**src/rtl/core/jpm_pkg.sv**
```systemverilog
// jpm_pkg: shared types and constants for the jet pseudocolor map
// used by jpm_log2, jpm_div, jpm_jet and jet_pseudocolor_map; no dependencies
`default_nettype none

package jpm_pkg;

    localparam int CFG_IDX_W  = 2;
    localparam int CFG_DATA_W = 32;
    localparam int SAMPLE_W   = 32;
    localparam int LOG_W      = 21;
    localparam int Q_W        = 16;

    // configuration register indexes
    localparam logic [CFG_IDX_W-1:0] REG_RANGE_LOW  = 2'd0;
    localparam logic [CFG_IDX_W-1:0] REG_RANGE_HIGH = 2'd1;
    localparam logic [CFG_IDX_W-1:0] REG_LOG_MODE   = 2'd2;

    // q1.16 constants (1.0 = 65536), the U_ ones signed
    localparam logic [16:0]        Q16_ONE    = 17'd65536;
    localparam logic [16:0]        ROUND_HALF = 17'd32768;
    localparam logic signed [18:0] U_HALF     = 19'sd32768;
    localparam logic signed [18:0] U_QUARTER  = 19'sd16384;
    localparam logic signed [18:0] U_THREEQ   = 19'sd49152;

    // floor(x / 10000) = (x * RAISE_MUL) >> RAISE_SHIFT for x < 2^31
    localparam logic [31:0] RAISE_MUL   = 32'd3518437209;
    localparam int          RAISE_SHIFT = 45;

    typedef enum logic [1:0] {
        RK_DIV,
        RK_ZERO,
        RK_ONE
    } ratio_kind_t;

endpackage

`default_nettype wire

```
**src/rtl/core/jpm_log2.sv**
```systemverilog
// jpm_log2: three-stage fixed-point log2 (leading one, table lookup, interpolation)
// result is position * 65536 + fraction; uses jpm_pkg
`default_nettype none

module jpm_log2 (
    input  wire logic                      aclk,
    input  wire logic                      en,
    input  wire logic [31:0]               x_in,
    output logic      [jpm_pkg::LOG_W-1:0] y_out
);

    localparam int LW = jpm_pkg::LOG_W;

    function automatic logic [16:0] log_tab(input logic [4:0] idx);
        case (idx)
            5'd0:    return 17'd0;
            5'd1:    return 17'd5732;
            5'd2:    return 17'd11136;
            5'd3:    return 17'd16248;
            5'd4:    return 17'd21098;
            5'd5:    return 17'd25711;
            5'd6:    return 17'd30109;
            5'd7:    return 17'd34312;
            5'd8:    return 17'd38336;
            5'd9:    return 17'd42196;
            5'd10:   return 17'd45904;
            5'd11:   return 17'd49472;
            5'd12:   return 17'd52911;
            5'd13:   return 17'd56229;
            5'd14:   return 17'd59434;
            5'd15:   return 17'd62534;
            5'd16:   return 17'd65536;
            default: return 17'd0;
        endcase
    endfunction

    logic [4:0]    pos;
    logic [31:0]   norm;
    logic [4:0]    p1_reg;
    logic [3:0]    i1_reg;
    logic [11:0]   r1_reg;
    logic [16:0]   lo;
    logic [16:0]   hi;
    logic [12:0]   diff;
    logic [24:0]   prod;
    logic [4:0]    p2_reg;
    logic [15:0]   lo2_reg;
    logic [24:0]   prod2_reg;
    logic [LW-1:0] y_reg;

    // leading one and normalize
    always_comb begin
        pos = '0;
        for (int b = 0; b < 32; b++) begin
            if (x_in[b]) begin
                pos = 5'(b);
            end
        end
        norm = x_in << (5'd31 - pos);
    end

    // table segment and interpolation product
    always_comb begin
        lo   = log_tab({1'b0, i1_reg});
        hi   = log_tab({1'b0, i1_reg} + 5'd1);
        diff = 13'(hi - lo);
        prod = 25'(diff) * 25'(r1_reg);
    end

    always_ff @(posedge aclk) begin
        if (en) begin
            p1_reg    <= pos;
            i1_reg    <= norm[30:27];
            r1_reg    <= norm[26:15];
            p2_reg    <= p1_reg;
            lo2_reg   <= lo[15:0];
            prod2_reg <= prod;
            y_reg     <= {p2_reg, 16'b0} + LW'(lo2_reg) + LW'(prod2_reg[24:12]);
        end
    end

    assign y_out = y_reg;

endmodule

`default_nettype wire

```
**config.mk**
```make
export PLATFORM = sky130hd
export DESIGN_NAME = jpm_log2
export DESIGN_NICKNAME = d
export VERILOG_FILES = /design/src/rtl/core/jpm_pkg.sv /design/src/rtl/core/jpm_log2.sv
export SDC_FILE = /design/constraint.sdc
export NUM_CORES = 1
export LEC_CHECK = 0
export BUFFER_PORTS_ARGS = -buffer_cell sky130_fd_sc_hd__buf_2
export CORE_MARGIN = 2
export CORE_UTILIZATION = 25
export DETAILED_ROUTE_END_ITERATION = 12
export HOLD_SLACK_MARGIN = 0.15
export SLEW_MARGIN = 10
export SYNTH_ARGS = -nofsm -noshare
export SYNTH_HDL_FRONTEND = slang
export SYNTH_SLANG_ARGS = --single-unit
```
**constraint.sdc**
```tcl
create_clock -name aclk -period 12.91 [get_ports aclk]
set_input_delay 0 -clock aclk [delete_from_list [all_inputs] [get_ports aclk]]
set_output_delay 0 -clock aclk [all_outputs]
set_load 0.01 [all_outputs]
```
=== Yosys cells after proc, flatten, opt, wreduce, memory -nomap -nowiden ===
Memory sizes are Yosys's and may differ from the RTL's. A register that Yosys moved wholly into a read port is not among the register bits.
Cells that the tools add are included.

* Memory bits (writable): 0
* Latch bits: 0
* Bits in read-only memories: 800
* Logic and storage cells: 48
* Flip-flop bits (word level): 88
* Input bits: 34
* Output and inout bits: 21
* Memories kept: 2

{| class="wikitable"
|+ Memory list
! memory !! words !! bits a word !! rd ports !! clocked after memory_dff !! write ports !! line !! RTL
|-
| (name not given) || 32 || 17 || 1 || 0 || 0 || jpm_log2.sv:15 || <nowiki>case (idx)</nowiki>
|-
| (name not given) || 16 || 16 || 1 || 1 || 0 || jpm_log2.sv:15 ||
|}

* Bitwise operators: 0
* Equality and inequality tests: 0
* Multiplexer cells: 32
* Div/mod/pow operators: 0
* Shift operators: 1
* Magnitude comparators: 0
* Multiply operators: 1
* Reduce and logical (&&, ||, !) cells: 0
* Add/subtract/negate cells: 5

{| class="wikitable"
|+ Operator list
! cell !! number
|-
| 5-bit 2-to-1 mux || 30
|-
| 32-bit by 5-bit << shifter with 31-bit output || 1
|-
| 13-bit by 12-bit multiplier with 25-bit output || 1
|-
| 21-bit by 13-bit adder with 21-bit output || 1
|-
| 21-bit by 16-bit adder with 21-bit output || 1
|-
| 13-bit subtractor || 1
|-
| 4-bit by 1-bit adder with 5-bit output (second input constant) || 1
|-
| 5-bit subtractor (first input constant) || 1
|-
| 4-bit 2-to-1 mux || 1
|-
| 1-bit 2-to-1 mux || 1
|}

=== Depth between registers and ports, before layout ===
* Word-level depth: 34
* Gate-level depth with buffers: 40
* Depth with buffers taken out: 38

=== Least setup slack after synthesis ===
OpenSTA, ideal clock, no wires.

* Path type: flip-flop to flip-flop
* Start: reg i1_reg[0]
* End: reg prod2_reg[20], data pin
* Setup time: 0.258 ns
* Period minus slack after synthesis: 8.577 ns
* Path buffers: 3
* Required time: 12.652 ns
* Arrival time: 8.319 ns
* Slack: 4.333 ns
* Stages on the path, launching flop included: 41
* Cell sequence: edfxtp_1 -> clkbuf_1 -> inv_1 -> ha_1 -> clkbuf_1 -> nand2_1 -> o311ai_0 -> ha_1 -> inv_1 -> fa_1 -> a21o_1 -> a21oi_1 -> o21ai_0 -> a21oi_1 -> o21ai_0 -> a21oi_1 -> nor2b_1 -> o21ai_0 -> [5 not listed] -> inv_1 -> fa_1 -> inv_1 -> fa_1 -> inv_1 -> fa_1 -> inv_1 -> fa_1 -> inv_1 -> ha_1 -> and3_1 -> o31ai_1 -> a21oi_1 -> o21ai_0 -> a21boi_0 -> o21a_1 -> nor2_1 -> xnor2_1

* Cells in the longest elaborated chain, start to end: 4

{| class="wikitable"
|+ RTL lines
! item !! line !! RTL
|-
| start, declared || jpm_log2.sv:40 || <nowiki>logic [3:0] i1_reg;</nowiki>
|-
| start signal, assigned || jpm_log2.sv:73 || <nowiki>i1_reg <= norm[30:27];</nowiki>
|-
| 4-bit by 1-bit adder with 5-bit output || jpm_log2.sv:65 || <nowiki>hi = log_tab({1'b0, i1_reg} + 5'd1);</nowiki>
|-
| memory read 32 x 17 bit || - ||
|-
| 13-bit subtractor || jpm_log2.sv:66 || <nowiki>diff = 13'(hi - lo);</nowiki>
|-
| 13-bit by 12-bit multiplier with 25-bit output || jpm_log2.sv:67 || <nowiki>prod = 25'(diff) * 25'(r1_reg);</nowiki>
|-
| net prod[20] || jpm_log2.sv:45 || <nowiki>logic [24:0] prod;</nowiki>
|-
| end signal, assigned || jpm_log2.sv:77 || <nowiki>prod2_reg <= prod;</nowiki>
|-
| end, declared || jpm_log2.sv:48 || <nowiki>logic [24:0] prod2_reg;</nowiki>
|}

The timed path passes the listed nets, and every way through them passes these cells.
A chain may end at the register's enable or synchronous reset.

=== Final worst setup path ===
Ends and elaborated chain as after synthesis.

==> results.json <==
{
  "fmax_mhz": 98.77,
  "setup_tns_ns": 0,
  "hpwl_mm": 21.12,
  "fin_nets": 1505,
  "seq_area_frac_synth": 0.2301,
  "cts_tree": "built",
  "crit_type": "flop to flop",
  "grt_pass1_vias": 8678,
  "fin_ws_ns": 2.785,
  "ant_nets": 0,
  "core_region_area_um2": 44410,
  "finalCritPeriodShare": 0.7843,
  "synthFlopType": "edfxtp_1",
  "required_ns": 13.02,
  "cts_sinks": 92,
  "relSlewSlack": 0.3675,
  "status": "complete, no violations",
  "synthDominantCellAreaShare": 0.2018,
  "netlist_area_um2": 11310,
  "fin_crit_ns": 10.12,
  "drv_slew": 0,
  "clk_pin_slew_worst_paths_ns": 0.08,
  "hold_path_class": "input pin to flop",
  "hold_viol_final": 0,
  "syn_to_final_growth_pct": 10.14,
  "die_width_um": 216.7,
  "layout-drive-gt1-share": 0.08617,
  "overflow": 0,
  "finalInstanceArea_um2": 12460,
  "synth_cell_types": 81,
  "grt_use_total": 0.1142,
  "skew_ns": 0.01172,
  "drt-pass1-iter-count": 5,
  "antenna_found_initial": 0,
  "yosysTopAreaCell": "edfxtp_1",
  "synth.avg_cell_area_um2": 9.129,
  "drcViolationCount": 0,
  "setup_viol_count_final": 0,
  "cts_max_path_buffers": 2,
  "cp_data_arrival_time_ns": 10.23,
  "rows": 77,
  "clock-root-buffer": "clkbuf_16",
  "start_kind": "flop",
  "die_area_um2": 46960,
  "vias_per_cell": 4.600,
  "grt_max_degree": 67,
  "cts-resized-gates": 0,
  "yosys_register_bits": 92,
  "yosys_warnings": 0,
  "synthTopCellsByArea": "edfxtp_1, fa_1, ha_1",
  "port-buffer-count": 54,
  "crit_path_end_kind": "flop",
  "synth_edf_count": 76,
  "worst_path_largest_cell_delay_ns": 0.72,
  "drt_iter0_drc": 468,
  "placed_cell_area_um2": 12130,
  "largest_reg_flops": 21,
  "numCtsBuffers": 9,
  "io-pin-count": 55,
  "tightestPinTransition_ns": 0.9455,
  "path_max_fanout": 19,
  "crit_top_cell": "o21ai_0",
  "gp_congestion": 0.8677,
  "postCtsSetupBuffers": 0,
  "rsz0062_at_grt": "false",
  "slowest_stage": "edfxtp_1",
  "dp.cells": 1840,
  "wl_per_cell_um": 14.06,
  "pre_cts_slack_ns": 2.821,
  "synth_cells": 1239,
  "cts_max_level": 3,
  "drv_cap": 0,
  "wl_mm": 26.13,
  "final_cells": 1858,
  "start_util": 0.2547,
  "clk_latency_ns": 0.36,
  "dr_total_vias": 8546,
  "synthArstFlopShare": 0,
  "grt_pass1_wl_mm": 43.74,
  "synthesis.nets": 1484,
  "die_y_um": 216.7
}
[placed cells by master (no fill, tap or decap), drive strengths merged, types with 31 or more instances in the layout]
cell type  instances
nand2            168
inv              188
and2              44
xnor2             31
buf               65
edfxtp            76
mux2i             59
a21oi             45
nor2              74
o21ai             50
fa               111
ha               100
[final timing paths]
| path | slack (ns) | end | depth (start not counted) | from |
|---|---|---|---|---|
| setup / recovery | 2.79 | prod2_reg[20] | 37 | i1_reg[0] |
| hold / removal | 0.24 | i1_reg[3] | 5 | x_in[30] |
| setup reg to reg | 2.79 | prod2_reg[20] | 37 | i1_reg[0] |
| hold reg to reg | 0.41 | lo2_reg[13] | 0 | lo[13] |
[synth_stat cells (13+ instances only)]
| cell type | number |
|---|---|
| nand2b_1 | 13 |
| inv_1 | 183 |
| fa_1 | 111 |
| clkbuf_1 | 36 |
| mux2i_1 | 59 |
| nor3_1 | 18 |
| nand2_1 | 168 |
| nor2b_1 | 18 |
| nand3_1 | 13 |
| ha_1 | 100 |
| nor2_1 | 73 |
| xnor2_1 | 31 |
| dfxtp_1 | 16 |
| a21oi_1 | 43 |
| edfxtp_1 | 76 |
| and2_1 | 44 |
| o21ai_0 | 46 |
[layout make-up]
cell class | count | area [um^2]
Tap cell | 592 | 740.7
Sequential cell | 92 | 2603
Clock inverter | 7 | 91.34
Clock buffer | 9 | 225.2
Timing Repair Buffer | 66 | 365.4
Fill cell | 4671 | 31960
Inverter | 186 | 698.2
Multi-Input combinational cell | 905 | 7732
Antenna cell | 1 | 2.502
[logic make-up after synthesis]
kind of cell	synth area share
adder cells (fa/ha/maj)	0.3071
multiplexers	0.06117
AO/OA/AOI/OAI	0.1248
AND/OR/NAND/NOR	0.1580
flip-flops	0.2301
XOR/XNOR	0.03252
buffers and inverters	0.08639
[worst max-delay path: cells and delay by family (launching register included)]
family	cells	cell delay [ns]
simple gates	5	0.75
fa+ha+maj	8	3.61
flops	1	0.72
compound gates	16	3.08
xor+xnor	3	1.45
buf+inv	5	0.25
[repair_timing]
item | CTS | global route
hold buffers | 1 | 0
setup endpoints to repair | 0 | 0
hold endpoints to repair | 13 | 0
[routing by layer]
layer  GRT usage  up-vias  routed length, um
met3     0.02021       22               1169
met2      0.1858      157              12000
met4     0.02489        0                289
li1            -     4188                  -
met1      0.1580     4179              12670
met5           0        -                  0
[through the flow]
stage,hold WS (ns),utilization
6_report,0.2444,0.2805
5_1_grt,0.2883,0.2804
4_1_cts,0.2206,0.2804
3_5_place_dp,0.3960,0.2731
3_3_place_gp,0.3909,0.2731
2_1_floorplan,0.1125,-
Power is left out: the tool's default activity adds up to more than one toggle a clock period on the data nets, which glitch-free logic cannot reach.
