## src/rtl/core/jpm_pkg.sv

```systemverilog
// jpm_pkg: shared types and constants for the jet pseudocolor map
// used by jpm_log2, jpm_div, jpm_jet and jet_pseudocolor_map; no dependencies
`default_nettype none

package jpm_pkg;

    localparam int CFG_IDX_W  = 2;
    localparam int CFG_DATA_W = 32;
    localparam int SAMPLE_W   = 32;
    localparam int LOG_W      = 21;
    localparam int Q_W        = 16;

    // configuration register indexes
    localparam logic [CFG_IDX_W-1:0] REG_RANGE_LOW  = 2'd0;
    localparam logic [CFG_IDX_W-1:0] REG_RANGE_HIGH = 2'd1;
    localparam logic [CFG_IDX_W-1:0] REG_LOG_MODE   = 2'd2;

    // q1.16 constants (1.0 = 65536), the U_ ones signed
    localparam logic [16:0]        Q16_ONE    = 17'd65536;
    localparam logic [16:0]        ROUND_HALF = 17'd32768;
    localparam logic signed [18:0] U_HALF     = 19'sd32768;
    localparam logic signed [18:0] U_QUARTER  = 19'sd16384;
    localparam logic signed [18:0] U_THREEQ   = 19'sd49152;

    // floor(x / 10000) = (x * RAISE_MUL) >> RAISE_SHIFT for x < 2^31
    localparam logic [31:0] RAISE_MUL   = 32'd3518437209;
    localparam int          RAISE_SHIFT = 45;

    typedef enum logic [1:0] {
        RK_DIV,
        RK_ZERO,
        RK_ONE
    } ratio_kind_t;

endpackage

`default_nettype wire

```

## src/rtl/core/jpm_div.sv

```systemverilog
// jpm_div: pipelined restoring divider, one quotient bit per stage
// computes (n << 16) / d for n < d and carries the ratio kind alongside; uses jpm_pkg
`default_nettype none

module jpm_div (
    input  wire logic                    aclk,
    input  wire logic                    en,
    input  wire logic [31:0]             n_in,
    input  wire logic [31:0]             d_in,
    input  wire jpm_pkg::ratio_kind_t    kind_in,
    output logic [jpm_pkg::Q_W-1:0]      q_out,
    output jpm_pkg::ratio_kind_t         kind_out
);

    localparam int STEPS = jpm_pkg::Q_W;

    logic [31:0]          rem_reg  [STEPS-1];
    logic [31:0]          dvs_reg  [STEPS-1];
    logic [STEPS-1:0]     q_reg    [STEPS];
    jpm_pkg::ratio_kind_t kind_reg [STEPS];

    for (genvar k = 0; k < STEPS; k++) begin : g_step
        logic [31:0]          rem_in;
        logic [31:0]          dvs_in;
        logic [STEPS-1:0]     q_in;
        jpm_pkg::ratio_kind_t kind_k;
        logic [33:0]          trial;

        if (k == 0) begin : g_first
            assign rem_in = n_in;
            assign dvs_in = d_in;
            assign q_in   = '0;
            assign kind_k = kind_in;
        end else begin : g_next
            assign rem_in = rem_reg[k-1];
            assign dvs_in = dvs_reg[k-1];
            assign q_in   = q_reg[k-1];
            assign kind_k = kind_reg[k-1];
        end

        assign trial = {1'b0, rem_in, 1'b0} - {2'b0, dvs_in};

        always_ff @(posedge aclk) begin
            if (en) begin
                q_reg[k]    <= {q_in[STEPS-2:0], ~trial[33]};
                kind_reg[k] <= kind_k;
            end
        end

        if (k < STEPS - 1) begin : g_rem
            always_ff @(posedge aclk) begin
                if (en) begin
                    if (!trial[33]) begin
                        rem_reg[k] <= trial[31:0];
                    end else begin
                        rem_reg[k] <= {rem_in[30:0], 1'b0};
                    end
                    dvs_reg[k] <= dvs_in;
                end
            end
        end
    end

    assign q_out    = q_reg[STEPS-1];
    assign kind_out = kind_reg[STEPS-1];

endmodule

`default_nettype wire

```

## config.mk

```make
export PLATFORM = sky130hd
export DESIGN_NAME = jpm_div
export DESIGN_NICKNAME = d
export VERILOG_FILES = /design/src/rtl/core/jpm_pkg.sv /design/src/rtl/core/jpm_div.sv
export SDC_FILE = /design/constraint.sdc
export NUM_CORES = 2
export LEC_CHECK = 0
export BUFFER_PORTS_ARGS = -buffer_cell sky130_fd_sc_hd__buf_2
export CAP_MARGIN = 20
export CORE_UTILIZATION = 60
export CTS_BUF_LIST = sky130_fd_sc_hd__clkbuf_8
export CTS_CLUSTER_SIZE = 30
export DETAILED_ROUTE_END_ITERATION = 8
export GPL_ROUTABILITY_DRIVEN = 0
export PLACE_DENSITY = 0.84
export REMOVE_ABC_BUFFERS = 1
export SLEW_MARGIN = 20
export SYNTH_ARGS = -nofsm -noshare
export SYNTH_HDL_FRONTEND = slang
export SYNTH_SLANG_ARGS = --single-unit
```

## constraint.sdc

```tcl
create_clock -name aclk -period 3.3 [get_ports aclk]
set_input_delay 0.165 -clock aclk [delete_from_list [all_inputs] [get_ports aclk]]
set_output_delay 0.165 -clock aclk [all_outputs]
set_load 0.01 [all_outputs]
```

# Word level (Yosys, flattened, before mapping)
# Memory sizes are Yosys's and may differ from the RTL's.
# Cells that the tools add are included.
classes:
  bitwise_logic: 31
  addsub: 16
  n_mux: 107
op_table:
  columns: ["operator", "count"]
  rows:
  - ["$sub A33 B32 Y34", 16]
  - ["$mux W32", 15]
  - ["$mux W1", 92]
  - ["$not A1 Y1", 16]
  - ["$or A1 B1 Y1", 15]
word_totals:
  memories: 4
  input_bits: 68
  wordCells: 158
  reg_bits: 0
  ramBits: 1248
memory_table:
  columns: ["memory", "depth", "width", "rd", "rd_clocked_by_memory_dff", "write_ports", "line_no", "source"]
  rows:
  - ["dvs_reg", 15, 32, 15, 0, 15, "jpm_div.sv:18", "logic [31:0] dvs_reg [STEPS-1];"]
  - ["rem_reg", 15, 32, 15, 0, 15, "jpm_div.sv:17", "logic [31:0] rem_reg [STEPS-1];"]
  - ["q_reg", 16, 16, 16, 0, 16, "jpm_div.sv:19", "logic [STEPS-1:0] q_reg [STEPS];"]
  - ["kind_reg", 16, 2, 16, 0, 16, "jpm_div.sv:20", "jpm_pkg::ratio_kind_t kind_reg [STEPS];"]

# Logic depth before layout (Yosys ltp)
# An unclocked memory read counts as a cell.
logic_depth:
  word_depth: 6
  depth_mapped: 14
  mapped_depth_nobuf: 11

# Worst setup path before layout
# Ideal clock, no wire load.
synth_path:
  kind: "reg2reg"
  from: "memory rem_reg[11][0], in the netlist rem_reg[1][96]"
  to: "memory rem_reg[12][22], in the netlist rem_reg[1][150] (data pin)"
  setup_ps: 260
  path_stages_with_launch: 11
  period_less_slack_ps: 3113
  path_slack_ps: 187
  arrival_ps: 2853
  cell_sequence: "edfxtp_1 -> ha_1 -> nor2b_1 -> o31a_1 -> o311a_1 -> a21o_1 -> a211o_1 -> a21oi_2 -> o2111a_1 -> buf_4 -> mux2_2"
synth_lines:
  columns: ["element", "line_no"]
  rows:
  - ["start: declaration", "jpm_div.sv:17"]

==> PnR_summary.wiki <==
{| class="wikitable"
! Metric !! Value
|-
| Critical path peak fanout || 8
|-
| Cell area power density || 896 nW/um2
|-
| DRC violations left || 0
|-
| Post-DR vias/cell || 5.97
|-
| Root buffer cell || sky130_fd_sc_hd__clkbuf_8
|-
| Clock tree sinks || 1128
|-
| Initial antenna violation count || 1
|-
| Number of DRC markers in iteration 0 || 3721
|-
| Initial core utilization || 0.608
|-
| Final Hold Fails || 0
|-
| Post-synthesis instance total || 6002
|-
| Synth unique cells || 103
|-
| Placement Rows || 121
|-
| Slew at the pin closest to its max-slew limit || 751 ps
|-
| Peak supply drop || 472 uV
|-
| Post-synth top flop || sky130_fd_sc_hd__edfxtp_1
|-
| Run status || finished, violations left
|-
| Worst hold slack after final layout || 81.2 ps
|-
| Number of setup violations in the final report || 51
|-
| Number of buffers created by CTS || 182
|-
| Via count of the first global-routing pass || 49400
|-
| Share of synthesized flip-flops with an asynchronous set or reset || 0
|-
| Maximum number of pins on one net before global-route repair || 113
|-
| Proportion of synthesized chip area in sequential cells || 0.511
|-
| Critical path class || flop to flop
|-
| Core occupancy in the finished layout || 0.704
|-
| CTS tree || yes
|-
| Netlist area before placement || 66300 um2
|-
| Period utilization || 1.03
|-
| Violated checks || negative setup slack
|-
| GRT Residual Overflow || 0
|-
| Total of fill cells in the finished design || 6950
|-
| Number of iterations in the first detailed-routing pass || 6
|-
| Endpoint class of the critical path || flop
|-
| Total negative slack for setup checks || -2260 ps
|-
| Total Routing Usage GR || 0.247
|-
| Share of cells above drive strength 1 || 0.165
|-
| Syn-to-layout area delta || 15.8%
|-
| Count of flip-flops with a built-in enable after synthesis || 1127
|-
| Type of the most critical hold path || input port to flop
|-
| Number of antenna-violating nets in the routed design || 0
|-
| Clock skew after layout || 46.7 ps
|-
| Post-CTS clock slew at the launch and capture registers of the worst setup and hold paths || 60 ps
|-
| Detailed Place HPWL || 99300 um
|-
| H-tree levels || 4
|-
| Final critical delay including setup and external delays || 3410 ps
|-
| Global-route wire length before repair || 228000 um
|-
| Port-buffer cells || 85
|-
| Critical Path Source Type || flop
|-
| Slew headroom || 0.494
|-
| Area of the core || 109000 um2
|-
| CP arrival || 4000 ps
|-
| Mean instance size in the synthesized netlist || 11.0 um2
|-
| Register bit count reported by yosys || 1128
|-
| Top-level port count || 86
|-
| WL final || 146000 um
|-
| Most used cells in the layout excluding fill and tap cells || sky130_fd_sc_hd__edfxtp_1, sky130_fd_sc_hd__inv_1, sky130_fd_sc_hd__a21oi_1
|-
| Maximum clock frequency || 293 MHz
|-
| Most common library cell in the layout ignoring fill and taps || sky130_fd_sc_hd__edfxtp_1
|-
| Die Span Y || 334 um
|-
| Total Die Area || 112000 um2
|-
| Nets || 7184
|-
| Buffer depth of the longest clock path || 3
|-
| Routed vias || 49000
|-
| Pins Over Slew Limit || 0
|-
| Skew-Pair Late Insertion Delay || 870 ps
|-
| Leak Pwr || 32.6 nW
|-
| Setup slack at placement || -214 ps
|-
| Endpoint required time on the critical path || 3890 ps
|-
| Total of max-cap violations || 0
|-
| Setup repair after global routing missed its margin || true
|-
| Horizontal die dimension || 334 um
|-
| Number of warnings printed during yosys synthesis || 0
|-
| Final setup slack of the worst path || -108 ps
|-
| Routed wire per std cell || 17.8 um
|}
[layer usage]
metal  routed length [um]  GRT usage
met1                51200      0.239
met4                10800      0.172
met3                 6270     0.0371
met5                    0          0
met2                78200      0.477
[cell usage after synthesis (11+ instances only)]
cell type / count / area share
sky130_fd_sc_hd__edfxtp_1: 1127 / 0.51
sky130_fd_sc_hd__inv_1: 625 / 0.035
sky130_fd_sc_hd__a21oi_1: 515 / 0.039
sky130_fd_sc_hd__ha_1: 496 / 0.094
sky130_fd_sc_hd__nand2_1: 371 / 0.021
sky130_fd_sc_hd__o21ai_0: 368 / 0.028
sky130_fd_sc_hd__nor2_1: 355 / 0.020
sky130_fd_sc_hd__a21o_1: 234 / 0.026
sky130_fd_sc_hd__xnor2_1: 218 / 0.029
sky130_fd_sc_hd__mux2_2: 170 / 0.029
sky130_fd_sc_hd__xor2_1: 150 / 0.020
sky130_fd_sc_hd__nand3_1: 116 / 0.0088
sky130_fd_sc_hd__clkbuf_1: 106 / 0.0060
sky130_fd_sc_hd__nor3_1: 86 / 0.0065
sky130_fd_sc_hd__nor2b_1: 75 / 0.0071
sky130_fd_sc_hd__o21a_1: 72 / 0.0082
sky130_fd_sc_hd__nand2b_1: 64 / 0.0060
sky130_fd_sc_hd__a31oi_1: 56 / 0.0053
sky130_fd_sc_hd__and3_1: 53 / 0.0050
sky130_fd_sc_hd__o211ai_1: 45 / 0.0051
sky130_fd_sc_hd__a211oi_1: 44 / 0.0050
sky130_fd_sc_hd__nand4_1: 39 / 0.0037
sky130_fd_sc_hd__o21bai_1: 39 / 0.0044
sky130_fd_sc_hd__o31ai_1: 36 / 0.0041
sky130_fd_sc_hd__and2_1: 33 / 0.0031
sky130_fd_sc_hd__or3_1: 32 / 0.0030
sky130_fd_sc_hd__buf_2: 29 / 0.0022
sky130_fd_sc_hd__mux2i_1: 29 / 0.0044
sky130_fd_sc_hd__o31a_1: 27 / 0.0036
sky130_fd_sc_hd__mux2_4: 26 / 0.0059
sky130_fd_sc_hd__a21boi_0: 22 / 0.0025
sky130_fd_sc_hd__a31o_2: 18 / 0.0024
sky130_fd_sc_hd__or2_2: 17 / 0.0016
sky130_fd_sc_hd__a211o_1: 16 / 0.0021
sky130_fd_sc_hd__fa_1: 15 / 0.0045
sky130_fd_sc_hd__o211a_1: 15 / 0.0023
sky130_fd_sc_hd__o2111ai_1: 14 / 0.0018
sky130_fd_sc_hd__buf_6: 13 / 0.0022
sky130_fd_sc_hd__nor3b_1: 12 / 0.0014
sky130_fd_sc_hd__a2111oi_0: 11 / 0.0015
sky130_fd_sc_hd__and4_1: 11 / 0.0015
sky130_fd_sc_hd__buf_4: 11 / 0.0012
sky130_fd_sc_hd__o41ai_1: 11 / 0.0015
[metrics by stage]
step                      instance area (um2)  std cells  total power [W]
after detailed placement                70800       7735           0.0548
after global placement                  70800       7735           0.0533
after floorplan                         65500       5839           0.0457
final                                   76800       8214           0.0688
after global routing                    76800       8213           0.0731
after CTS                               75200       8158           0.0661
[worst paths after layout]
kind | startpoint | end | slack, ps | depth (start not counted)
max | rem_reg[1][32]$_SDFFCE_PP0P_ | rem_reg[1][81]$_DFFE_PP_ | -110 | 12
min | d_in[31] | dvs_reg[0][31]$_DFFE_PP_ | 80 | 2
max reg2reg | rem_reg[1][32]$_SDFFCE_PP0P_ | rem_reg[1][81]$_DFFE_PP_ | -110 | 12
min reg2reg | kind_reg[0][7]$_DFFE_PP_ | kind_reg[0][9]$_DFFE_PP_ | 410 | 0
[power by group]
group	internal, W	total [W]	switching (W)
clock network	0.00536	0.0107	0.00535
logic	0.0163	0.0350	0.0187
registers	0.0211	0.0231	0.00199
[area by class of cell]
| cell class | instances | area [um2] | share of cell area |
|---|---|---|---|
| inverters | 626 | 2350 | 0.0307 |
| clock buffers | 187 | 2570 | 0.0335 |
| repair buffers | 582 | 5140 | 0.0670 |
| flip-flops and latches | 1128 | 33900 | 0.441 |
| multi-input cells | 4085 | 30400 | 0.396 |
| clock inverters | 128 | 587 | 0.00764 |
| well taps | 1476 | 1850 | 0.0240 |
| diodes | 2 | 5.00 | 0.0000652 |
[critical path, cell delays in order (launching register included)]
cell                        delay [ps]
sky130_fd_sc_hd__edfxtp_1          460
sky130_fd_sc_hd__ha_4              300
sky130_fd_sc_hd__nor2b_4           160
sky130_fd_sc_hd__o2111ai_4         160
sky130_fd_sc_hd__a31oi_4           250
sky130_fd_sc_hd__o211ai_1          200
sky130_fd_sc_hd__a21o_1            320
sky130_fd_sc_hd__a2111oi_4         460
sky130_fd_sc_hd__o21ai_2            90
sky130_fd_sc_hd__and2_4            190
sky130_fd_sc_hd__buf_6             130
sky130_fd_sc_hd__clkbuf_16         160
sky130_fd_sc_hd__mux2_2            290
[logic make-up after synthesis]
group / synth area share
adder cells (fa/ha/maj): 0.0981
AND/OR/NAND/NOR: 0.0941
AO/OA/AOI/OAI: 0.162
multiplexers: 0.0396
buffers and inverters: 0.0474
flip-flops: 0.511
XOR/XNOR: 0.0486
[what timing repair did]
action,CTS,global route
setup buffers,11,45
hold endpoints to repair,262,0
setup endpoints to repair,178,322
pin swaps,11,71
hold buffers,96,0
gates cloned,3,10
gates resized for setup,43,215
(Power assumes the default switching activity.)
