File: src/rtl/core/jpm_pkg.sv
// jpm_pkg: shared types and constants for the jet pseudocolor map
// used by jpm_log2, jpm_div, jpm_jet and jet_pseudocolor_map; no dependencies
`default_nettype none

package jpm_pkg;

    localparam int CFG_IDX_W  = 2;
    localparam int CFG_DATA_W = 32;
    localparam int SAMPLE_W   = 32;
    localparam int LOG_W      = 21;
    localparam int Q_W        = 16;

    // configuration register indexes
    localparam logic [CFG_IDX_W-1:0] REG_RANGE_LOW  = 2'd0;
    localparam logic [CFG_IDX_W-1:0] REG_RANGE_HIGH = 2'd1;
    localparam logic [CFG_IDX_W-1:0] REG_LOG_MODE   = 2'd2;

    // q1.16 constants (1.0 = 65536), the U_ ones signed
    localparam logic [16:0]        Q16_ONE    = 17'd65536;
    localparam logic [16:0]        ROUND_HALF = 17'd32768;
    localparam logic signed [18:0] U_HALF     = 19'sd32768;
    localparam logic signed [18:0] U_QUARTER  = 19'sd16384;
    localparam logic signed [18:0] U_THREEQ   = 19'sd49152;

    // floor(x / 10000) = (x * RAISE_MUL) >> RAISE_SHIFT for x < 2^31
    localparam logic [31:0] RAISE_MUL   = 32'd3518437209;
    localparam int          RAISE_SHIFT = 45;

    typedef enum logic [1:0] {
        RK_DIV,
        RK_ZERO,
        RK_ONE
    } ratio_kind_t;

endpackage

`default_nettype wire

File: src/rtl/core/jpm_jet.sv
// jpm_jet: jet trapezoid for the three channels and scaling to color levels
// two register stages; uses jpm_pkg
`default_nettype none

module jpm_jet #(
    parameter int COLOR_BITS = 8
) (
    input  wire logic                  aclk,
    input  wire logic                  en,
    input  wire logic [16:0]           v_in,
    output logic      [COLOR_BITS-1:0] red_out,
    output logic      [COLOR_BITS-1:0] green_out,
    output logic      [COLOR_BITS-1:0] blue_out
);

    localparam int                    LW   = COLOR_BITS + 18;
    localparam logic [COLOR_BITS-1:0] FULL = '1;

    function automatic logic [16:0] jet_base(input logic signed [18:0] u);
        logic signed [18:0] t;
        t = '0;
        if (u <= -jpm_pkg::U_THREEQ) begin
            return 17'd0;
        end else if (u <= -jpm_pkg::U_QUARTER) begin
            t = u + jpm_pkg::U_THREEQ;
            return {t[15:0], 1'b0};
        end else if (u <= jpm_pkg::U_QUARTER) begin
            return jpm_pkg::Q16_ONE;
        end else if (u <= jpm_pkg::U_THREEQ) begin
            t = jpm_pkg::U_THREEQ - u;
            return {t[15:0], 1'b0};
        end
        return 17'd0;
    endfunction

    function automatic logic [COLOR_BITS-1:0] to_level(input logic [16:0] b);
        logic [LW-1:0] acc;
        acc = LW'(b) * LW'(FULL) + LW'(jpm_pkg::ROUND_HALF);
        return acc[COLOR_BITS+15:16];
    endfunction

    logic signed [18:0]    vs;
    logic [16:0]           br_reg;
    logic [16:0]           bg_reg;
    logic [16:0]           bb_reg;
    logic [COLOR_BITS-1:0] red_reg;
    logic [COLOR_BITS-1:0] green_reg;
    logic [COLOR_BITS-1:0] blue_reg;

    assign vs = signed'({2'b0, v_in});

    always_ff @(posedge aclk) begin
        if (en) begin
            br_reg    <= jet_base(vs - jpm_pkg::U_HALF);
            bg_reg    <= jet_base(vs);
            bb_reg    <= jet_base(vs + jpm_pkg::U_HALF);
            red_reg   <= to_level(br_reg);
            green_reg <= to_level(bg_reg);
            blue_reg  <= to_level(bb_reg);
        end
    end

    assign red_out   = red_reg;
    assign green_out = green_reg;
    assign blue_out  = blue_reg;

endmodule

`default_nettype wire

File: config.mk
export PLATFORM = sky130hd
export DESIGN_NAME = jpm_jet
export DESIGN_NICKNAME = d
export VERILOG_FILES = /design/src/rtl/core/jpm_pkg.sv /design/src/rtl/core/jpm_jet.sv
export SDC_FILE = /design/constraint.sdc
export NUM_CORES = 1
export LEC_CHECK = 0
export ABC_CLOCK_PERIOD_IN_PS = 12500
export BUFFER_PORTS_ARGS = -buffer_cell sky130_fd_sc_hd__buf_2
export CAP_MARGIN = 20
export CORE_ASPECT_RATIO = 1.25
export CORE_UTILIZATION = 50
export DETAILED_ROUTE_END_ITERATION = 7
export GPL_TIMING_DRIVEN = 0
export PLACE_DENSITY = 0.72
export SYNTH_ARGS = -nofsm -noshare
export SYNTH_HDL_FRONTEND = slang
export SYNTH_SLANG_ARGS = --single-unit
File: constraint.sdc
create_clock -name aclk -period 12.5 [get_ports aclk]
set_input_delay 1.25 -clock aclk [delete_from_list [all_inputs] [get_ports aclk]]
set_output_delay 1.25 -clock aclk [all_outputs]
set_load 0.02 [all_outputs]
Word level (Yosys, flattened, before mapping)
Cells that the tools add are included.
{"block": "classes", "add_sub_neg": 11, "n_mul": 3, "order_cmp": 12, "muxes": 24, "bitwise": 3, "reduce_logical": 3}
{"cell": "2-to-1 mux 17 bit", "count": 9}
{"cell": "adder 24 x 16 -> 24 bit (second input constant)", "count": 3}
{"cell": "multiplier 16 x 8 -> 23 bit (second input constant)", "count": 3}
{"cell": "<= comparator 18 x 15 -> 1 bit (second input constant)", "count": 3}
{"cell": "<= comparator 18 x 17 -> 1 bit (second input constant)", "count": 3}
{"cell": "<= comparator 18 x 16 -> 1 bit (second input constant)", "count": 2}
{"cell": "adder 16 bit (second input constant)", "count": 2}
{"cell": "subtractor 16 bit (first input constant)", "count": 2}
{"cell": "<= comparator 19 x 15 -> 1 bit (second input constant)", "count": 1}
{"cell": "<= comparator 19 x 17 -> 1 bit (second input constant)", "count": 1}
{"cell": "adder 17 x 16 -> 18 bit (second input constant)", "count": 1}
{"cell": "subtractor 17 x 16 -> 18 bit (second input constant)", "count": 1}
{"cell": "<= comparator 17 x 15 -> 1 bit (second input constant)", "count": 1}
{"cell": "<= comparator 17 x 16 -> 1 bit (second input constant)", "count": 1}
{"cell": "adder 16 x 15 -> 16 bit (second input constant)", "count": 1}
{"cell": "subtractor 15 x 16 -> 16 bit (first input constant)", "count": 1}
{"cell": "2-to-1 mux 1 bit", "count": 15}
{"cell": "OR reduction 2 bit", "count": 3}
{"cell": "NOT 1 bit", "count": 3}
{"block": "totals", "register_bits": 72, "in_bits": 19, "output_inout_bits": 24, "elab_cells": 62}

Depth between registers and ports, before layout
Gate-level depths: netlist of run 1.
{"block": "logic_depth", "ltp_word": 9, "mapped_depth": 21, "mapped_depth_nobuf": 21}

Worst setup path after synthesis of run 1
No wires, ideal clock.
{"block": "synth_path", "path_type": "reg-to-reg", "startpoint": "reg bb_reg[6]", "endpoint": "reg blue_reg[7], in the netlist blue_out[7], data pin", "setup_time_ns": 0.260, "t_arrival_ns": 5.024, "required_time_ns": 12.240, "setup_slack_ns": 7.216, "path_stages_with_launch": 21, "n_path_buf": 0, "synth_period_minus_slack_ns": 5.284, "cell_sequence": "edfxtp_1 -> inv_1 -> fa_1 -> fa_1 -> inv_1 -> fa_1 -> inv_1 -> fa_1 -> inv_1 -> ha_1 -> a21oi_1 -> nand2_1 -> o211ai_1 -> nand3_1 -> a21oi_1 -> xnor2_1 -> ha_1 -> nand4bb_1 -> or4_1 -> o211ai_1 -> xnor2_1"}
{"block": "synth_via", "elab_chain_cells": 2}
{"item": "from (decl)", "line_no": "jpm_jet.sv:45", "rtl": "logic [16:0] bb_reg;"}
{"item": "from (signal assigned)", "line_no": "jpm_jet.sv:56", "rtl": "bb_reg <= jet_base(vs + jpm_pkg::U_HALF);"}
{"item": "multiplier 16 x 8 -> 23 bit", "line_no": "jpm_jet.sv:38", "rtl": "acc = LW'(b) * LW'(FULL) + LW'(jpm_pkg::ROUND_HALF);"}
{"item": "adder 24 x 16 -> 24 bit", "line_no": "jpm_jet.sv:38"}
{"item": "to (signal assigned)", "line_no": "jpm_jet.sv:59", "rtl": "blue_reg <= to_level(bb_reg);"}
{"item": "to (decl)", "line_no": "jpm_jet.sv:48", "rtl": "logic [COLOR_BITS-1:0] blue_reg;"}
Every way passes these cells.
A chain may end at the register's enable or synchronous reset.

Worst setup path after layout of run 1
{"block": "layout_path", "startpoint": "reg bb_reg[7]", "endpoint": "reg blue_reg[7], in the netlist blue_out[7], data pin"}
The elaborated chain is that of the path after synthesis.

==> results by group, run 1 <==
Clock tree
  – CTS H-tree depth: 3
  – Worst skew pair latency: 0.35 ns
  – Num CTS Buffers: 9
  – Clock Pin Slew Worst Setup and Hold Paths: 0.06 ns
  – # Post-CTS Setup Buffers: 0
  – Clk sinks: 72
  – Clk buf depth: 2
  – Post-cts sizing count: 0
  – Cts hold-fix bufs: 0
  – CTS tree: done
  – Root Driver: clkbuf_16

Synthesis
  – Cells after synthesis: 1203
  – Ys async rst share: 0%
  – Largest area contributor in the netlist: fa_1
  – Synth Warn #: 0
  – Sequential fraction of the synthesis area: 18.0%
  – Synth top area cells: fa_1 34%, edfxtp_1 18%, ha_1 13%
  – Top-area cell type share of the netlist area: 34.5%
  – Post-synth EDFFs: 72
  – Synth cell types: 74
  – Syn_nets: 1553
  – #FFs+latches synth: 72
  – Syn Area/Cell: 9.99 um2
  – Mapped Area: 12000 um2
  – Primary FF master, synth: edfxtp_1

STA
  – RSZ-0062 raised after global routing: false
  – Worst Slack Setup Final: 6.65 ns
  – Crit path time final: 5.85 ns
  – Final setup fails: 0
  – Slew of the pin with the lowest slew margin: 0.594 ns
  – Max Clk Rate: 0.171 GHz
  – Setup TNS: 0 ns
  – Slew Limit Fails: 0
  – Final hold vios: 0
  – Crit share post-route: 46.8%
  – Skew final: 0.00674 ns
  – Hold WS: 1.26 ns
  – Slew Limit Headroom: 60.0%

Placement
  – Buffers added on ports: 40
  – Routability cong.: 0.886
  – Post-DP HPWL: 19100 um
  – Pre-CTS setup slack: 6.67 ns

Floorplanning
  – Die area: 24700 um2
  – Die height: 175 um
  – Die width: 141 um
  – I/O pin cnt: 43
  – Core box area: 23600 um2
  – Row count: 63
  – Initial core utilization: 50.8%

Flow run
  – Max_cap viols: 0

Routing
  – Final ANT Viol Nets: 0
  – Total Wirelength: 22200 um
  – DRC: 0
  – Via density: 5.18
  – DRT Pass-1 Iters: 5
  – Routed vias: 8055
  – Initial DRC count: 380
  – WL/cell: 14.3 um

Critical path
  – Reg2reg start: bb_reg[7]
  – Worst Path Arrival: 5.94 ns
  – RR Endpoint: blue_out[7]
  – Critical Path Start Type: register
  – R2R Setup Slk: 6.65 ns
  – Reg2Reg Depth: 20
  – Critical path type: register to register
  – CP Capture Type: register
  – Required @ worst endpoint: 12.60 ns
  – Worst Path Max Fanout: 4
  – Setup crit start: bb_reg[7]

Layout
  – Final net count: 1605
  – Area growth syn-to-layout: 7.47%
  – Layout cells sized above 1: 6.19%
  – Finished Core Util: 54.6%

Global route
  – All-Layer GR Usage: 20.0%
  – Largest net degree at the start of global routing: 65
  – Initial antenna violation count: 2
  – Vias in the first global route: 8507
  – First-pass GRT wire length: 38900 um
  – GRT overflow: 0

Worst hold path
  – Worst min path class: primary input to register
  – Worst hold path depth: 1
  – Hold Path End: green_out[0]
  – Worst Min Path Start: en

Outcome
  – Outcome: completed
-- area by class of cell --
class | instances | area, um2
sequential | 72 | 2160
inverter | 353 | 1330
clock inverter | 7 | 71.3
tap | 292 | 365
clock buffer | 9 | 225
fill | 2076 | 10700
antenna | 2 | 5.00
buffer | 11 | 51.3
timing repair buffer | 41 | 230
multi-input combinational | 767 | 8470
-- layer usage --
layer,vias to the layer above,wire length (um),track usage (%),part of all wire (%)
met1,3975,9340,24.8,42
met5,-,0,0,0
met2,120,11700,35.8,53
li1,3928,-,-,-
met4,0,513,6.97,2.3
met3,32,590,2.45,2.7
-- cell families after synthesis --
family                     after synthesis  synth area share [%]
AOI/OAI and AO/OA                      167                  9.81
xor gates and xnor gates                58                  4.34
adders and majority gates              331                  47.4
buffers and inverters                  364                  11.5
DFF                                     72                  18.0
muxes                                    4                 0.344
and+or+nand+nor                        207                  8.63
-- Yosys cell counts, drive strengths merged, types with 13 or more instances --
cell / count
inv: 353
fa: 207
ha: 124
nor2: 76
edfxtp: 72
a21oi: 50
nand2: 43
xnor2: 36
o21ai: 23
xor2: 21
a21o: 15
nand3: 14
nor3: 13
-- cell usage in the layout (no fill, tap or decap), drive strengths merged, types with 4 or more instances in the layout --
| master | Yosys | routed |
|---|---|---|
| nand2 | 43 | 43 |
| a311oi | 5 | 5 |
| o211ai | 10 | 10 |
| nor3 | 13 | 13 |
| a21oi | 50 | 50 |
| fa | 207 | 207 |
| or3 | 4 | 4 |
| a21o | 15 | 15 |
| nand4b | 4 | 4 |
| and2 | 9 | 9 |
| xnor2 | 36 | 36 |
| a31oi | 5 | 5 |
| and4 | 4 | 4 |
| edfxtp | 72 | 72 |
| o311ai | 5 | 5 |
| ha | 124 | 124 |
| o2111ai | 5 | 5 |
| nor2 | 76 | 76 |
| or4 | 4 | 4 |
| xor2 | 21 | 21 |
| clkinv | 0 | 4 |
| nand3 | 14 | 14 |
| inv | 353 | 354 |
| nand2b | 8 | 8 |
| clkbuf | 7 | 16 |
| o21ai | 23 | 23 |
| nand4 | 5 | 5 |
| a211oi | 6 | 6 |
| buf | 4 | 45 |
| o31ai | 7 | 7 |
| and3 | 8 | 8 |
-- worst max path at each step --
stage | endpoint | cells after the start
2_1_floorplan | blue_out[7] | 20
3_3_place_gp | blue_out[7] | 20
3_5_place_dp | blue_out[7] | 20
4_1_cts | blue_out[7] | 20
5_1_grt | blue_out[7] | 20
6_report | blue_out[7] | 20
-- stage by stage --
stage | cell area [um2] | instances
finish | 12900 | 1554
global route | 12900 | 1554
CTS | 12900 | 1552
detailed placement | 12600 | 1536
global placement | 12600 | 1535
floorplan | 12000 | 1203
-- worst max-delay path, stage by stage (launching register included) --
cell       delay, ns
edfxtp_1        0.48
inv_1           0.20
fa_1            0.53
fa_1            0.56
inv_1           0.06
fa_1            0.54
inv_1           0.06
fa_1            0.53
inv_1           0.04
ha_1            0.33
a21oi_1         0.24
nand2_1         0.10
o211ai_1        0.21
nand3_1         0.15
a21oi_1         0.20
xnor2_1         0.14
ha_1            0.22
nand4bb_1       0.23
or4_1           0.53
o211ai_1        0.14
xnor2_1         0.09
Power of run 1 is left out: the tool's default activity adds up to more than one toggle a clock period on the data nets, which glitch-free logic cannot reach.
==> run 2, diff against run 1 <==
--- a/config.mk
+++ b/config.mk
@@ -5,14 +5,14 @@
 export SDC_FILE = /design/constraint.sdc
 export NUM_CORES = 1
 export LEC_CHECK = 0
-export ABC_CLOCK_PERIOD_IN_PS = 12500
+export ABC_CLOCK_PERIOD_IN_PS = 5000
 export BUFFER_PORTS_ARGS = -buffer_cell sky130_fd_sc_hd__buf_2
 export CAP_MARGIN = 20
 export CORE_ASPECT_RATIO = 1.25
 export CORE_UTILIZATION = 50
 export DETAILED_ROUTE_END_ITERATION = 7
 export GPL_TIMING_DRIVEN = 0
-export PLACE_DENSITY = 0.72
+export PLACE_DENSITY = 0.74
 export SYNTH_ARGS = -nofsm -noshare
 export SYNTH_HDL_FRONTEND = slang
 export SYNTH_SLANG_ARGS = --single-unit
==> constraint.sdc (replaced) <==
create_clock -name aclk -period 5 [get_ports aclk]
set_input_delay 0.5 -clock aclk [delete_from_list [all_inputs] [get_ports aclk]]
set_output_delay 0.5 -clock aclk [all_outputs]
set_load 0.02 [all_outputs]
==> run 2 against run 1 <==
The run now ends with setup timing left; sequential share of layout area down 2.2 points; flip-flop and latch count unchanged; maximum frequency up 8.9%; cell area up 15%; critical endpoint unchanged; first-iteration DRC count up 17%; core utilization up 8.1 points; worst setup slack worse by 7.0 ns.
==> results by group, run 2 (synthesis gave the netlist of run 1 again) <==
Outcome
  – Outcome: finished, violations left (was completed)
  – Failing checks: setup timing

Critical path
  – Required @ worst endpoint: 5.10 ns (was 12.60 ns)
  – RR Endpoint: blue_out[7] (unchanged)
  – Critical Path Start Type: register (unchanged)
  – CP Capture Type: register (unchanged)
  – Worst Path Max Fanout: 5 (was 4)
  – Critical path type: register to register (unchanged)
  – Reg2Reg Depth: 20 (unchanged)
  – R2R Setup Slk: -0.37 ns (was 6.65 ns)
  – Worst Path Arrival: 5.46 ns (was 5.94 ns)
  – Reg2reg start: bb_reg[4] (was bb_reg[7])

Global route
  – Vias in the first global route: 9488 (was 8507)
  – Grt met1 use: 26.6% (was 24.8%)
  – All-Layer GR Usage: 22.7% (was 20.0%)
  – GRT busiest layer: met2 (unchanged)
  – Routing usage on met3: 3.44% (was 2.45%)
  – Met2 Track Usage GR: 41.5% (was 35.8%)
  – First-pass GRT wire length: 43900 um (was 38900 um)
  – GRT overflow: 0 (unchanged)
  – Largest net degree at the start of global routing: 71 (was 65)
  – Initial antenna violation count: 2 (unchanged)

Placement
  – Placed Cells: 1536 (unchanged)
  – Routability cong.: 0.877 (was 0.886)
  – Buffers added on ports: 40 (unchanged)
  – Post-DP HPWL: 19500 um (was 19100 um)

STA
  – Skew final: 0.00765 ns (was 0.00674 ns)
  – Max Clk Rate: 0.186 GHz (was 0.171 GHz)
  – Worst Slack Setup Final: -0.366 ns (was 6.65 ns)
  – RSZ-0062 raised after global routing: true (was false)
  – Crit path time final: 5.37 ns (was 5.85 ns)
  – Slew of the pin with the lowest slew margin: 0.626 ns (was 0.594 ns)
  – Slew Limit Fails: 0 (unchanged)
  – Crit share post-route: 107% (was 46.8%)
  – Slew Limit Headroom: 58.0% (was 60.0%)
  – Final setup fails: 9 (was 0)
  – Final hold vios: 0 (unchanged)

Clock tree
  – CTS H-tree depth: 3 (unchanged)
  – Cts hold-fix bufs: 0 (unchanged)
  – Clk sinks: 72 (unchanged)
  – CTS tree: done (unchanged)
  – Clk buf depth: 2 (unchanged)
  – Num CTS Buffers: 9 (unchanged)
  – Root Driver: clkbuf_16 (unchanged)
  – Worst skew pair latency: 0.36 ns (was 0.35 ns)
  – Clock Pin Slew Worst Setup and Hold Paths: 0.06 ns (about the same)

Floorplanning
  – Die width: 141 um (unchanged)
  – I/O pin cnt: 43 (unchanged)
  – Die height: 175 um (unchanged)
  – Die area: 24700 um2 (unchanged)
  – Initial core utilization: 50.8% (unchanged)
  – Core box area: 23600 um2 (unchanged)
  – Row count: 63 (unchanged)

Layout
  – Layout cells sized above 1: 25.9% (was 6.19%)
  – Area growth syn-to-layout: 23.4% (was 7.47%)
  – Most frequent cells in the layout: 313 x inv_1, 191 x fa_1, 110 x buf_4, 98 x ha_1, 74 x nor2_1 (was 353 x inv_1, 207 x fa_1, 124 x ha_1, 76 x nor2_1, 72 x edfxtp_1)
  – Non-Filler Instances: 1675 (was 1554)
  – Commonest non-fill, non-tap cell in the layout: inv_1 (unchanged)
  – Finished Core Util: 62.7% (was 54.6%)
  – Final net count: 1727 (was 1605)

Routing
  – Via density: 5.36 (was 5.18)
  – Routed vias: 8980 (was 8055)
  – Total Wirelength: 26500 um (was 22200 um)
  – Initial DRC count: 445 (was 380)
  – DRT Pass-1 Iters: 5 (unchanged)
  – WL/cell: 15.8 um (was 14.3 um)
  – DRC: 0 (unchanged)
  – Final ANT Viol Nets: 0 (unchanged)

Flow run
  – Max_cap viols: 0 (unchanged)

Worst hold path
  – Worst min path class: primary input to register (unchanged)
  – Worst Min Path Start: en (unchanged)
  – Hold Path End: blue_out[5] (was green_out[0])
  – Worst hold path depth: 1 (unchanged)
run 2: cell count changes in the layout (fill, tap and decap cells not counted), moves of 8 or more:
cell     before  now
a21oi_1      50   36
a21oi_2       0    9
buf_4         3  110
buf_6         0   17
fa_1        207  191
fa_2          0   16
ha_1        124   98
ha_4          0   21
inv_1       353  313
inv_2         0   40
o21ai_0      21   13
run 2: what timing repair did:
action	CTS	global route
setup endpoints to repair	15	18
pin swaps	113	59
setup buffers	99	26
gates resized for setup	88	75
run 2: worst max-delay path, cell delays in order (launching register included):
cell       delay [ns]
edfxtp_1         0.46
fa_1             0.61
inv_2            0.06
fa_1             0.53
inv_2            0.04
fa_1             0.49
inv_2            0.04
fa_1             0.51
inv_2            0.04
ha_4             0.23
a21oi_4          0.15
nand2_2          0.09
o211ai_1         0.26
buf_4            0.17
buf_4            0.09
nand3_1          0.09
a32o_2           0.29
nand4bb_4        0.20
or4_1            0.49
o211ai_1         0.14
xnor2_1          0.11
run 2: how the worst max path moves through the flow:
stage                    from     endpoint  slack (ns)  cells after the start
floorplan           bb_reg[4]  blue_out[7]       -0.04                     20
global placement    br_reg[5]   red_out[7]       -0.54                     17
detailed placement  br_reg[9]   red_out[7]       -0.58                     18
CTS                 bb_reg[3]  blue_out[7]       -0.32                     20
global route        bb_reg[9]  blue_out[7]       -0.52                     17
finish              bb_reg[4]  blue_out[7]       -0.37                     20
run 2: per-stage QoR:
stage / hold slack (ns) / TNS (ns) / instance area (um2) / worst slack [ns]
finish: 0.395 / -1.56 / 14800 / -0.366
detailed placement: 0.752 / -4.13 / 12900 / -0.581
global placement: 0.896 / -3.29 / 12800 / -0.537
global route: 0.387 / -3.82 / 14800 / -0.523
CTS: 0.384 / -1.06 / 14300 / -0.318
floorplan: 0.612 / -0.0619 / 12300 / -0.0393
run 2: metal layers:
layer / wire, um / part of all wire (%)
met1: 10300 / 39
met2: 14400 / 54
met3: 933 / 3.5
met4: 800 / 3.0
met5: 0 / 0
run 2: area by class of cell:
class,instances,area (um2)
Multi-Input combinational cell,767,9390
Timing Repair Buffer,165,1220
Fill cell,1838,8830
Clock inverter,6,85.1
Tap cell,292,365
Clock buffer,9,225
Inverter,353,1330
Antenna cell,2,5.00
Buffer,9,43.8
Sequential cell,72,2160
Power of run 2 is left out for the same reason.
==> run 3, diff against run 2 <==
--- a/config.mk
+++ b/config.mk
@@ -12,7 +12,9 @@
 export CORE_UTILIZATION = 50
 export DETAILED_ROUTE_END_ITERATION = 7
 export GPL_TIMING_DRIVEN = 0
-export PLACE_DENSITY = 0.74
+export PLACE_DENSITY = 0.81
+export RECOVER_POWER = 100
+export SLEW_MARGIN = 40
 export SYNTH_ARGS = -nofsm -noshare
 export SYNTH_HDL_FRONTEND = slang
 export SYNTH_SLANG_ARGS = --single-unit
==> run 3 against run 2 <==
The run ends with capacitance limit, slew limit, setup timing left; global-route usage decreased by 0.57 points; non-clock buffer count decreased by 29; register-to-register slack got worse by 0.05 ns; critical path type unchanged.
==> results by group, run 3 (synthesis gave the netlist of run 1 again) <==
Outcome
  – Outcome: finished, violations left (unchanged)
  – Failing checks: capacitance limit, slew limit, setup timing (was setup timing)

STA
  – Slew Limit Fails: 51 (was 0)
  – Crit share post-route: 108% (was 107%)
  – Final hold vios: 0 (unchanged)
  – RSZ-0062 raised after global routing: true (unchanged)
  – Final setup fails: 11 (was 9)
  – Slew of the pin with the lowest slew margin: 2.73 ns (was 0.626 ns)
  – Slew Limit Headroom: -82.3% (was 58.0%)
  – Skew final: 0.00716 ns (was 0.00765 ns)
  – Worst Slack Setup Final: -0.419 ns (was -0.366 ns)
  – Crit path time final: 5.42 ns (was 5.37 ns)
  – Max Clk Rate: 0.185 GHz (was 0.186 GHz)

Placement
  – Buffers added on ports: 40 (unchanged)
  – Post-DP HPWL: 19700 um (was 19500 um)
  – Pre-CTS setup slack: -0.588 ns (was -0.581 ns)
  – Routability cong.: 0.902 (was 0.877)
  – Placed Instance Area: 12900 um2 (about the same)

Floorplanning
  – I/O pin cnt: 43 (unchanged)
  – Initial core utilization: 50.8% (unchanged)
  – Die height: 175 um (unchanged)
  – Die width: 141 um (unchanged)
  – Row count: 63 (unchanged)
  – Core box area: 23600 um2 (unchanged)
  – Die area: 24700 um2 (unchanged)

Critical path
  – RR Endpoint: blue_out[7] (unchanged)
  – Worst Path Max Fanout: 7 (was 5)
  – Slowest cell on the critical path: fa_1 (unchanged)
  – CP max stage delay: 0.63 ns (was 0.61 ns)
  – Worst path cell trace: fa_1, inv_2, fa_1, inv_2, fa_1, inv_2, fa_1, inv_2, ha_4, a21oi_4, nand2_2, o211ai_1, buf_4, buf_4, nand3_1, a32o_2, nand4bb_4, or4_1, o211ai_1, xnor2_1 (unchanged)
  – R2R Setup Slk: -0.42 ns (was -0.37 ns)
  – Critical Path Start Type: register (unchanged)
  – Reg2Reg Depth: 20 (unchanged)
  – Required @ worst endpoint: 5.10 ns (about the same)
  – CP Capture Type: register (unchanged)
  – Reg2reg start: bb_reg[2] (was bb_reg[4])
  – Worst Path Arrival: 5.52 ns (was 5.46 ns)
  – Setup crit start: bb_reg[2] (was bb_reg[4])
  – Critical path type: register to register (unchanged)

Layout
  – Commonest non-fill, non-tap cell in the layout: inv_1 (unchanged)
  – Area growth syn-to-layout: 19.9% (was 23.4%)
  – Filler instances: 1767 (was 1838)
  – Final net count: 1698 (was 1727)
  – Multi-input logic area: 9270 um2 (was 9390 um2)
  – Register area: 2160 um2 (unchanged)
  – Design area: 14400 um2 (was 14800 um2)
  – Most frequent cells in the layout: 322 x inv_1, 190 x fa_1, 101 x ha_1, 82 x buf_4, 74 x nor2_1 (was 313 x inv_1, 191 x fa_1, 110 x buf_4, 98 x ha_1, 74 x nor2_1)
  – Finished Core Util: 60.9% (was 62.7%)
  – Layout cells sized above 1: 21.3% (was 25.9%)

Routing
  – DRC: 0 (unchanged)
  – Final ANT Viol Nets: 0 (unchanged)
  – Initial DRC count: 439 (was 445)
  – Routed vias: 8826 (was 8980)
  – Total Wirelength: 26700 um (was 26500 um)
  – WL/cell: 16.2 um (was 15.8 um)
  – DRT Pass-1 Iters: 5 (unchanged)
  – Via density: 5.36 (about the same)

Clock tree
  – CTS tree: done (unchanged)
  – Clock Pin Slew Worst Setup and Hold Paths: 0.07 ns (was 0.06 ns)
  – Num CTS Buffers: 9 (unchanged)
  – CTS H-tree depth: 3 (unchanged)
  – Clk buf depth: 2 (unchanged)
  – Root Driver: clkbuf_16 (unchanged)
  – Worst skew pair latency: 0.36 ns (about the same)
  – Clk sinks: 72 (unchanged)

Global route
  – Largest net degree at the start of global routing: 51 (was 71)
  – GRT busiest layer: met2 (unchanged)
  – Routing usage on met3: 2.86% (was 3.44%)
  – Initial antenna violation count: 1 (was 2)
  – GRT overflow: 0 (unchanged)
  – Grt met1 use: 25.0% (was 26.6%)
  – Met2 Track Usage GR: 42.1% (was 41.5%)
  – Vias in the first global route: 9582 (was 9488)
  – First-pass GRT wire length: 43400 um (was 43900 um)
  – All-Layer GR Usage: 22.1% (was 22.7%)

Worst hold path
  – Worst hold path depth: 3 (was 1)
  – Worst Min Path Start: v_in[10] (was en)
  – Hold Path End: br_reg[11] (was blue_out[5])
  – Worst min path class: primary input to register (unchanged)

Flow run
  – Max_cap viols: 1 (was 0)
==> run 3: area by class of cell <==
cell class / count / area share [%]
clock inverters: 7 / 0.547
flip-flops and latches: 72 / 15.0
repair buffers: 136 / 6.50
well taps: 292 / 2.54
diodes: 1 / 0.0174
plain buffers: 9 / 0.269
multi-input cells: 767 / 64.4
clock buffers: 9 / 1.56
inverters: 353 / 9.21
==> run 3: worst max-delay path by stage <==
stage,end,cells after the start
finish,blue_out[7],20
global route,blue_out[7],20
CTS,blue_out[7],20
detailed placement,red_out[7],18
global placement,red_out[7],18
floorplan,blue_out[7],20
==> run 3: routing by layer <==
layer | vias up | wire length (um)
li1 | 4111 | -
met1 | 4444 | 10200
met2 | 221 | 14800
met3 | 50 | 1030
met4 | 0 | 635
met5 | - | 0
==> run 3: per-stage QoR <==
step | cells | setup TNS [ns] | hold WS, ns
after floorplan | 1203 | -0.0619 | 0.612
after global placement | 1535 | -3.13 | 0.897
after detailed placement | 1536 | -3.87 | 0.884
after CTS | 1614 | -1.61 | 0.514
after global routing | 1646 | -4.75 | 0.582
final | 1646 | -2.17 | 0.548
==> run 3: critical path, delay by kind of cell (launching register included) <==
kind            cells  cell delay [ns]
fa+ha+maj           5             2.42
compound gates      4             0.85
simple gates        4             0.89
buf+inv             6             0.43
xor+xnor            1             0.11
flops               1             0.46
==> run 3: timing repair <==
action                     in CTS  in global routing
buffers inserted               67                 37
setup endpoints to repair      14                 19
pin swaps                      74                 67
hold buffers                    0                  0
gates resized for setup        69                 75
Power of run 3 is left out for the same reason.
